### src/bssd_pkg.sv
// ----------------------------------------------------------------------------
// bssd_pkg
// Shared types, codes and constants of the seven-segment scan driver.
// ----------------------------------------------------------------------------
package bssd_pkg;

   localparam int unsigned NumDigits  = 4;
   localparam int unsigned ValueWidth = 14;
   localparam int unsigned ChanWidth  = 3;
   localparam int unsigned SegWidth   = 8;

   typedef logic [3:0]                       digit_type;
   typedef logic [$clog2(NumDigits)-1:0]     pos_type;
   typedef logic [NumDigits-1:0]             select_type;
   typedef logic [ValueWidth-1:0]            value_type;
   typedef logic [ChanWidth-1:0]             chan_type;
   typedef logic [SegWidth-1:0]              seg_type;
   typedef digit_type [NumDigits-1:0]        digits_type;

   typedef enum logic {
      FUNC_LOAD = 1'b0,
      FUNC_TICK = 1'b1
   } func_type;

   localparam value_type MAX_SHOWN  = 14'd9999;
   localparam chan_type  CHAN_ALT   = 3'd4;
   localparam seg_type   DP_BIT     = 8'h80;
   localparam seg_type   SEG_BLANK  = 8'hFF;
   localparam pos_type   POS_RESET  = 2'd1;

   // digit positions
   localparam pos_type POS_THOUSANDS = 2'd0;
   localparam pos_type POS_HUNDREDS  = 2'd1;
   localparam pos_type POS_TENS      = 2'd2;
   localparam pos_type POS_UNITS     = 2'd3;

   // active-low a-g patterns for 0..9, dark otherwise
   function automatic seg_type seg_pattern(input digit_type digit);
      seg_type pat;
      case (digit)
         4'd0:    pat = 8'hC0;
         4'd1:    pat = 8'hF9;
         4'd2:    pat = 8'hA4;
         4'd3:    pat = 8'hB0;
         4'd4:    pat = 8'h99;
         4'd5:    pat = 8'h92;
         4'd6:    pat = 8'h82;
         4'd7:    pat = 8'hF8;
         4'd8:    pat = 8'h80;
         4'd9:    pat = 8'h90;
         default: pat = SEG_BLANK;
      endcase
      return pat;
   endfunction

endpackage

### src/bssd_req_if.sv
// ----------------------------------------------------------------------------
// bssd_req_if
// Request channel: load value or scan tick, valid/ready handshake.
// ----------------------------------------------------------------------------
interface bssd_req_if;
   logic                 valid;
   logic                 ready;
   logic                 func;
   bssd_pkg::value_type  value;
   bssd_pkg::chan_type   channel;
   logic                 auto_mode;

   modport source (output valid, output func, output value, output channel,
                   output auto_mode, input ready);
   modport sink   (input valid, input func, input value, input channel,
                   input auto_mode, output ready);
endinterface

### src/bssd_rsp_if.sv
// ----------------------------------------------------------------------------
// bssd_rsp_if
// Response channel: digit select and segment pattern, valid/ready handshake.
// ----------------------------------------------------------------------------
interface bssd_rsp_if;
   logic                  valid;
   logic                  ready;
   bssd_pkg::select_type  digit_select;
   bssd_pkg::seg_type     segments;

   modport source (output valid, output digit_select, output segments,
                   input ready);
   modport sink   (input valid, input digit_select, input segments,
                   output ready);
endinterface

### src/bssd_bcd.sv
// ----------------------------------------------------------------------------
// bssd_bcd
// Saturating binary to four-digit BCD conversion by reciprocal multiplies.
// ----------------------------------------------------------------------------
module bssd_bcd (
   input  bssd_pkg::value_type   value,
   output bssd_pkg::digits_type  digits
);
   import bssd_pkg::*;

   value_type   sat;
   logic [27:0] p1000;
   logic [26:0] p100;
   logic [29:0] p10;
   logic [3:0]  q1000;
   logic [6:0]  q100;
   logic [9:0]  q10;
   logic [6:0]  r100;
   logic [9:0]  r10;
   logic [13:0] r1;

   always_comb begin
      sat   = (value > MAX_SHOWN) ? MAX_SHOWN : value;
      // exact floor quotients for sat <= 9999
      p1000 = {14'd0, sat} * 28'd8389;
      p100  = {13'd0, sat} * 27'd5243;
      p10   = {16'd0, sat} * 30'd52429;
      q1000 = p1000[26:23];
      q100  = p100[25:19];
      q10   = p10[28:19];
      r100  = q100 - ({3'd0, q1000} * 7'd10);
      r10   = q10 - ({3'd0, q100} * 10'd10);
      r1    = sat - ({4'd0, q10} * 14'd10);
      digits[POS_THOUSANDS] = q1000;
      digits[POS_HUNDREDS]  = r100[3:0];
      digits[POS_TENS]      = r10[3:0];
      digits[POS_UNITS]     = r1[3:0];
   end

endmodule

### src/bcd_seven_segment_scan_driver_unit.sv
// ----------------------------------------------------------------------------
// bcd_seven_segment_scan_driver_unit
// Four-digit multiplexed active-low seven-segment scan driver.
// ----------------------------------------------------------------------------
// Usage:
//   req_if carries one beat per command. func = load stores value (saturated
//   to 9999) as four BCD digits and gives no response. func = tick shows the
//   digit under the scan pointer and steps the pointer 0..3 with wrap.
//   rsp_if carries one beat per tick: one-hot digit_select and the active-low
//   segments, decimal point in bit 7 (lit on digit 0 unless channel is 4, on
//   digit 1 when channel is 4, on digit 3 when auto_mode is set).
// Timing:
//   One beat per cycle sustained in both directions while rsp_if.ready stays
//   high. A tick beat passes the input register and then the result register
//   before it can be taken on rsp_if; a held result stalls it in between.
//   A load takes effect for any tick accepted after it.
// Reset:
//   Digits clear to zero, scan pointer goes to digit 1, both pipeline
//   registers empty.
// Stall:
//   While rsp_if is held off, the result register keeps its beat; one more
//   beat waits in the input register and req_if.ready then drops. Loads
//   keep flowing past a held result.
// ----------------------------------------------------------------------------
module bcd_seven_segment_scan_driver_unit (
   input  logic       clock,
   input  logic       reset,
   bssd_req_if.sink   req_if,
   bssd_rsp_if.source rsp_if
);
   import bssd_pkg::*;

   logic        a_valid_ff, a_valid_in;
   logic        a_func_ff;
   value_type   a_value_ff;
   chan_type    a_channel_ff;
   logic        a_auto_ff;

   digits_type  digit_store_ff, digit_store_in;
   pos_type     pos_ff, pos_in;

   logic        rsp_valid_ff, rsp_valid_in;
   select_type  rsp_select_ff;
   seg_type     rsp_segments_ff;

   digits_type  load_digits;
   logic        out_free, a_is_tick, a_advance, accept, load_en, tick_en;
   logic        dp_lit;
   seg_type     tick_seg;
   select_type  tick_select;

   bssd_bcd u_bcd (
      .value  (a_value_ff),
      .digits (load_digits)
   );

   always_comb begin
      out_free  = !rsp_valid_ff || rsp_if.ready;
      a_is_tick = (a_func_ff == FUNC_TICK);
      a_advance = a_valid_ff && (!a_is_tick || out_free);
      load_en   = a_advance && !a_is_tick;
      tick_en   = a_advance && a_is_tick;
      req_if.ready = !a_valid_ff || a_advance;
      accept    = req_if.valid && req_if.ready;

      a_valid_in     = accept ? 1'b1 : (a_advance ? 1'b0 : a_valid_ff);
      digit_store_in = load_en ? load_digits : digit_store_ff;
      pos_in         = tick_en ? pos_type'(pos_ff + pos_type'(1)) : pos_ff;
      rsp_valid_in   = tick_en ? 1'b1 : (rsp_if.ready ? 1'b0 : rsp_valid_ff);

      unique case (pos_ff)
         POS_THOUSANDS: dp_lit = (a_channel_ff != CHAN_ALT);
         POS_HUNDREDS:  dp_lit = (a_channel_ff == CHAN_ALT);
         POS_TENS:      dp_lit = 1'b0;
         POS_UNITS:     dp_lit = a_auto_ff;
         default:       dp_lit = 1'b0;
      endcase

      tick_seg    = seg_pattern(digit_store_ff[pos_ff]);
      if (dp_lit) begin
         tick_seg = tick_seg & ~DP_BIT;
      end
      tick_select = select_type'(1) << pos_ff;

      rsp_if.valid        = rsp_valid_ff;
      rsp_if.digit_select = rsp_select_ff;
      rsp_if.segments     = rsp_segments_ff;
   end

   always_ff @(posedge clock) begin
      if (reset) begin
         a_valid_ff     <= 1'b0;
         rsp_valid_ff   <= 1'b0;
         pos_ff         <= POS_RESET;
         digit_store_ff <= '0;
      end else begin
         a_valid_ff     <= a_valid_in;
         rsp_valid_ff   <= rsp_valid_in;
         pos_ff         <= pos_in;
         digit_store_ff <= digit_store_in;
      end
   end

   always_ff @(posedge clock) begin
      if (accept) begin
         a_func_ff    <= req_if.func;
         a_value_ff   <= req_if.value;
         a_channel_ff <= req_if.channel;
         a_auto_ff    <= req_if.auto_mode;
      end
      if (tick_en) begin
         rsp_select_ff   <= tick_select;
         rsp_segments_ff <= tick_seg;
      end
   end

endmodule

### src/flat_wrapper.sv
// flat-port wrapper written by rule: the top's interface ports become plain ports
module bcd_seven_segment_scan_driver_unit_flat import bssd_pkg::*;
  (clock, reset, req_if_valid, req_if_func, req_if_value, req_if_channel, req_if_auto_mode, req_if_ready, rsp_if_valid, rsp_if_digit_select, rsp_if_segments, rsp_if_ready);
  bssd_req_if req_if_i ();
  bssd_rsp_if rsp_if_i ();
  input  logic clock;
  input  logic reset;
  input wire logic [$bits(req_if_i.valid)-1:0] req_if_valid;
  input wire logic [$bits(req_if_i.func)-1:0] req_if_func;
  input wire logic [$bits(req_if_i.value)-1:0] req_if_value;
  input wire logic [$bits(req_if_i.channel)-1:0] req_if_channel;
  input wire logic [$bits(req_if_i.auto_mode)-1:0] req_if_auto_mode;
  output wire logic [$bits(req_if_i.ready)-1:0] req_if_ready;
  output wire logic [$bits(rsp_if_i.valid)-1:0] rsp_if_valid;
  output wire logic [$bits(rsp_if_i.digit_select)-1:0] rsp_if_digit_select;
  output wire logic [$bits(rsp_if_i.segments)-1:0] rsp_if_segments;
  input wire logic [$bits(rsp_if_i.ready)-1:0] rsp_if_ready;
  assign req_if_i.valid = req_if_valid;
  assign req_if_i.func = req_if_func;
  assign req_if_i.value = req_if_value;
  assign req_if_i.channel = req_if_channel;
  assign req_if_i.auto_mode = req_if_auto_mode;
  assign req_if_ready = req_if_i.ready;
  assign rsp_if_valid = rsp_if_i.valid;
  assign rsp_if_digit_select = rsp_if_i.digit_select;
  assign rsp_if_segments = rsp_if_i.segments;
  assign rsp_if_i.ready = rsp_if_ready;
  bcd_seven_segment_scan_driver_unit u_core (.clock(clock), .reset(reset), .req_if(req_if_i), .rsp_if(rsp_if_i));
endmodule
### config.mk
export PLATFORM = sky130hd
export DESIGN_NAME = bcd_seven_segment_scan_driver_unit_flat
export DESIGN_NICKNAME = d
export VERILOG_FILES = /design/src/bssd_pkg.sv /design/src/bssd_req_if.sv /design/src/bssd_rsp_if.sv /design/src/bssd_bcd.sv /design/src/bcd_seven_segment_scan_driver_unit.sv /design/src/flat_wrapper.sv
export SDC_FILE = /design/constraint.sdc
export NUM_CORES = 1
export LEC_CHECK = 0
export BUFFER_PORTS_ARGS = -buffer_cell sky130_fd_sc_hd__buf_2
export CORE_UTILIZATION = 40
export CTS_BUF_LIST = sky130_fd_sc_hd__clkbuf_4 sky130_fd_sc_hd__clkbuf_8 sky130_fd_sc_hd__clkbuf_16
export CTS_CLUSTER_SIZE = 12
export DETAILED_ROUTE_END_ITERATION = 10
export GPL_TIMING_DRIVEN = 0
export SLEW_MARGIN = 20
export SYNTH_ARGS = -nofsm -noshare
export SYNTH_HDL_FRONTEND = slang
export SYNTH_SLANG_ARGS = --single-unit
export TNS_END_PERCENT = 5
### constraint.sdc
create_clock -name clock -period 7.5 [get_ports clock]
set_clock_uncertainty 0.2 [all_clocks]
set_input_delay 0.375 -clock clock [delete_from_list [all_inputs] [get_ports clock]]
set_output_delay 0.375 -clock clock [all_outputs]
set_load 0.02 [all_outputs]
==> tab_implementation.tex <==
\begin{tabular}{lr}
\hline
Metric & Value \\
\hline
\multicolumn{2}{l}{\textbf{Global routing}} \\
Global-route met2 utilization & 0.333 \\
Number of antenna violations at the first check in global routing & 1 \\
Final global-route overflow total & 0 \\
Grt peak-use layer & met2 \\
Overall Global Routing Usage & 0.199 \\
Met1 layer usage reported by global route & 0.261 \\
Pin count of the biggest net entering global routing & 18 \\
Met3 track demand over resource in global routing & 0.0318 \\
Via count of the first global-routing pass & 7806 \\
Global-route wire length before repair & 40.0 mm \\
\multicolumn{2}{l}{\textbf{Placement}} \\
Setup WS pre-CTS & -1.34 ns \\
Estimated wirelength of the detail-placed design & 20.1 mm \\
DP Area & 10800 µm² \\
Placed Instances & 1422 \\
I/O Buffers & 36 \\
GPL Wtd Cong & 0.929 \\
\multicolumn{2}{l}{\textbf{Cells and area}} \\
Area of all placed cells without fillers & 12200 µm² \\
Antenna diode count & 0 \\
Fillers & 2273 \\
Top library cells by usage in the layout, fill and taps aside & sky130\_fd\_sc\_hd\_\_inv\_1, sky130\_fd\_sc\_hd\_\_ha\_1, sky130\_fd\_sc\_hd\_\_fa\_1 \\
Most common library cell in the layout ignoring fill and taps & sky130\_fd\_sc\_hd\_\_inv\_1 \\
Post-route non-filler standard cell count & 1507 \\
Layout Utilization & 0.499 \\
Proportion of layout cells with a drive suffix above 1 & 0.220 \\
Number of nets at the end of the flow & 1558 \\
Layout Area Growth over Synthesis & 21.2\% \\
\multicolumn{2}{l}{\textbf{Yosys}} \\
Flip-flop and latch count after synthesis & 51 \\
Unique cell type count in the Yosys netlist & 65 \\
Total nets after synthesis & 1437 \\
Yosys warning count & 0 \\
Count of mapped cells out of synthesis & 1061 \\
Post-synth design cell area & 10100 µm² \\
Share of flip-flops with an asynchronous set or reset & 0 \\
Primary flip-flop cell chosen by synthesis mapping & sky130\_fd\_sc\_hd\_\_edfxtp\_1 \\
Number of synthesized flops with an enable pin & 31 \\
Sequential area share after synthesis & 0.132 \\
Average size of a mapped cell & 9.52 µm² \\
\multicolumn{2}{l}{\textbf{STA}} \\
Final setup violation count & 2 \\
Hold Slack & 0.0517 ns \\
Setup TNS & -0.616 ns \\
Post-route clock period utilization & 1.05 \\
Worst rel slew slack & 0.502 \\
Final slew viol count & 0 \\
Final hold violations & 0 \\
Highest clock frequency the design can meet & 0.127 GHz \\
Worst setup slack after layout & -0.361 ns \\
Min Tclk post-route & 7.86 ns \\
Unrepaired setup endpoints after global routing & true \\
Worst-margin pin slew & 0.746 ns \\
\multicolumn{2}{l}{\textbf{Hold path}} \\
Hold path startpoint & req\_if\_value[4] \\
Kind of path behind the tightest hold check & input port to flop \\
\multicolumn{2}{l}{\textbf{Worst setup path}} \\
R2R Path Start & u\_core.a\_value\_ff[6]\$\_DFFE\_PP\_ \\
Cell family with most CP delay & adder cells \\
Type of element launching the critical path & flop \\
Cell seen most often among critical-path stages & sky130\_fd\_sc\_hd\_\_fa\_1 \\
Top fanout value on the critical path & 6 \\
Setup CP Type & flop to flop \\
Critical-path cell with the highest stage delay & sky130\_fd\_sc\_hd\_\_fa\_1 \\
Worst endpoint required time & 7.50 ns \\
Buffering stage count on the worst path with inverters included & 8 \\
Critical Path Sink Type & flop \\
Arrival time of data at the critical path endpoint & 7.86 ns \\
Crit-path max cell delay & 0.57 ns \\
Launching element of the worst setup path & u\_core.a\_value\_ff[6]\$\_DFFE\_PP\_ \\
\multicolumn{2}{l}{\textbf{Drt}} \\
Final WL & 24.6 mm \\
Number of iterations in the first detailed-routing pass & 5 \\
Routed wirelength normalized by instance count & 16.3 µm \\
Detailed Route Iter0 Violations & 389 \\
Vias & 7520 \\
DR vias/cell & 4.99 \\
Post-DRT Antenna Nets & 0 \\
Number of remaining DRC errors & 0 \\
\multicolumn{2}{l}{\textbf{Power}} \\
VDD IR max & 472 µV \\
Cell area power density & 415 nW/µm² \\
Leakage dissipation & 6.12 nW \\
Power consumption & 5.08 mW \\
\multicolumn{2}{l}{\textbf{CTS}} \\
Latest clock arrival within the worst-skew pair & 0.29 ns \\
H-tree lvl count & 2 \\
Clock input transition at the sequential cells of the worst setup and hold paths & 0.07 ns \\
CTS tree & built \\
Maximum number of buffers from clock root to sink & 2 \\
Sinks on the clock net & 51 \\
TritonCTS buffer count & 5 \\
Clock tree root driver cell & sky130\_fd\_sc\_hd\_\_clkbuf\_16 \\
\multicolumn{2}{l}{\textbf{Die}} \\
Placeable Area & 24500 µm² \\
Die width & 161 µm \\
Number of I/O pins & 37 \\
Count of standard-cell rows & 57 \\
DIE HEIGHT & 161 µm \\
Area of the die & 25900 µm² \\
Initial Utilization & 0.412 \\
\multicolumn{2}{l}{\textbf{Outcome}} \\
Run status & finished, violations left \\
Failing checks & setup timing \\
\multicolumn{2}{l}{\textbf{Run}} \\
Maximum capacitance violations & 0 \\
\hline
\end{tabular}
## cell type report
cell class,instances,area (µm²),share of cell area
clock buffers,5,125,0.0102
repair buffers,118,860,0.0702
multi-input cells,700,8260,0.675
well taps,324,405,0.0331
plain buffers,16,92.6,0.00756
flip-flops and latches,51,1330,0.109
clock inverters,3,46.3,0.00378
inverters,290,1120,0.0918
## repair_timing
item | CTS | global route
pin swaps | 54 | 66
hold buffers | 0 | 0
gates resized for setup | 82 | 60
setup buffers | 52 | 28
endpoints found under the setup margin | 8 | 3
gates cloned | 1 | 0
## worst paths after layout
path	endpoint	slack, ns	cells past startpoint
worst min register to register	u_core.digit_store_ff[6]$_SDFFE_PP0P_	0.26	2
worst max register to register	u_core.digit_store_ff[7]$_SDFFE_PP0P_	-0.36	30
worst min-delay path	u_core.a_value_ff[4]$_DFFE_PP_	0.05	1
worst max-delay path	u_core.digit_store_ff[7]$_SDFFE_PP0P_	-0.36	30
## cells in the mapped netlist (all sizes together) (10+ instances only)
library cell,n,area share
a21o,11,0.0082
ha,230,0.28
nor2,52,0.019
xnor2,34,0.029
edfxtp,31,0.092
nand2,39,0.015
nand4,10,0.0062
o21ai,18,0.0089
fa,123,0.24
inv,290,0.11
dfxtp,20,0.040
clkbuf,19,0.0071
a21oi,36,0.018
nand3,13,0.0064
## power breakdown
group          switching (mW)  internal (mW)
clock network           0.105          0.159
logic                    2.35           2.13
registers              0.0139          0.328
total                    2.47           2.62
## layer usage
layer  up-vias  wire, µm
met5         -        13
li1       3666         -
met3        37      1060
met4         2       644
met2       144     11800
met1      3671     11000
## cell families after synthesis
group	synth area share
fa+ha+maj	0.529
buf+inv	0.115
simple gates	0.0866
compound gates	0.0836
flops	0.132
xor+xnor	0.0417
mux	0.0119
other cells	0.000371
## flip-flops by register name, summed over array words and instances, names as in the netlist
signal                      flops
u_core.rsp_if.segments          8
u_core.a_value_ff              14
u_core.a_channel_ff             3
u_core.a_func_ff                1
u_core.rsp_if.digit_select      4
u_core.a_valid_ff               1
u_core.a_auto_ff                1
u_core.digit_store_ff          16
u_core.pos_ff                   2
u_core.rsp_if.valid             1
## worst register-to-register path, delay by kind of cell (launching register included)
family | cells | cell delay [ns]
compound gates | 6 | 1.99
flops | 1 | 0.45
buf+inv | 8 | 0.88
fa+ha+maj | 7 | 2.76
simple gates | 7 | 1.23
xor+xnor | 2 | 0.24
No activity file was read; power rests on OpenSTA's default activity.
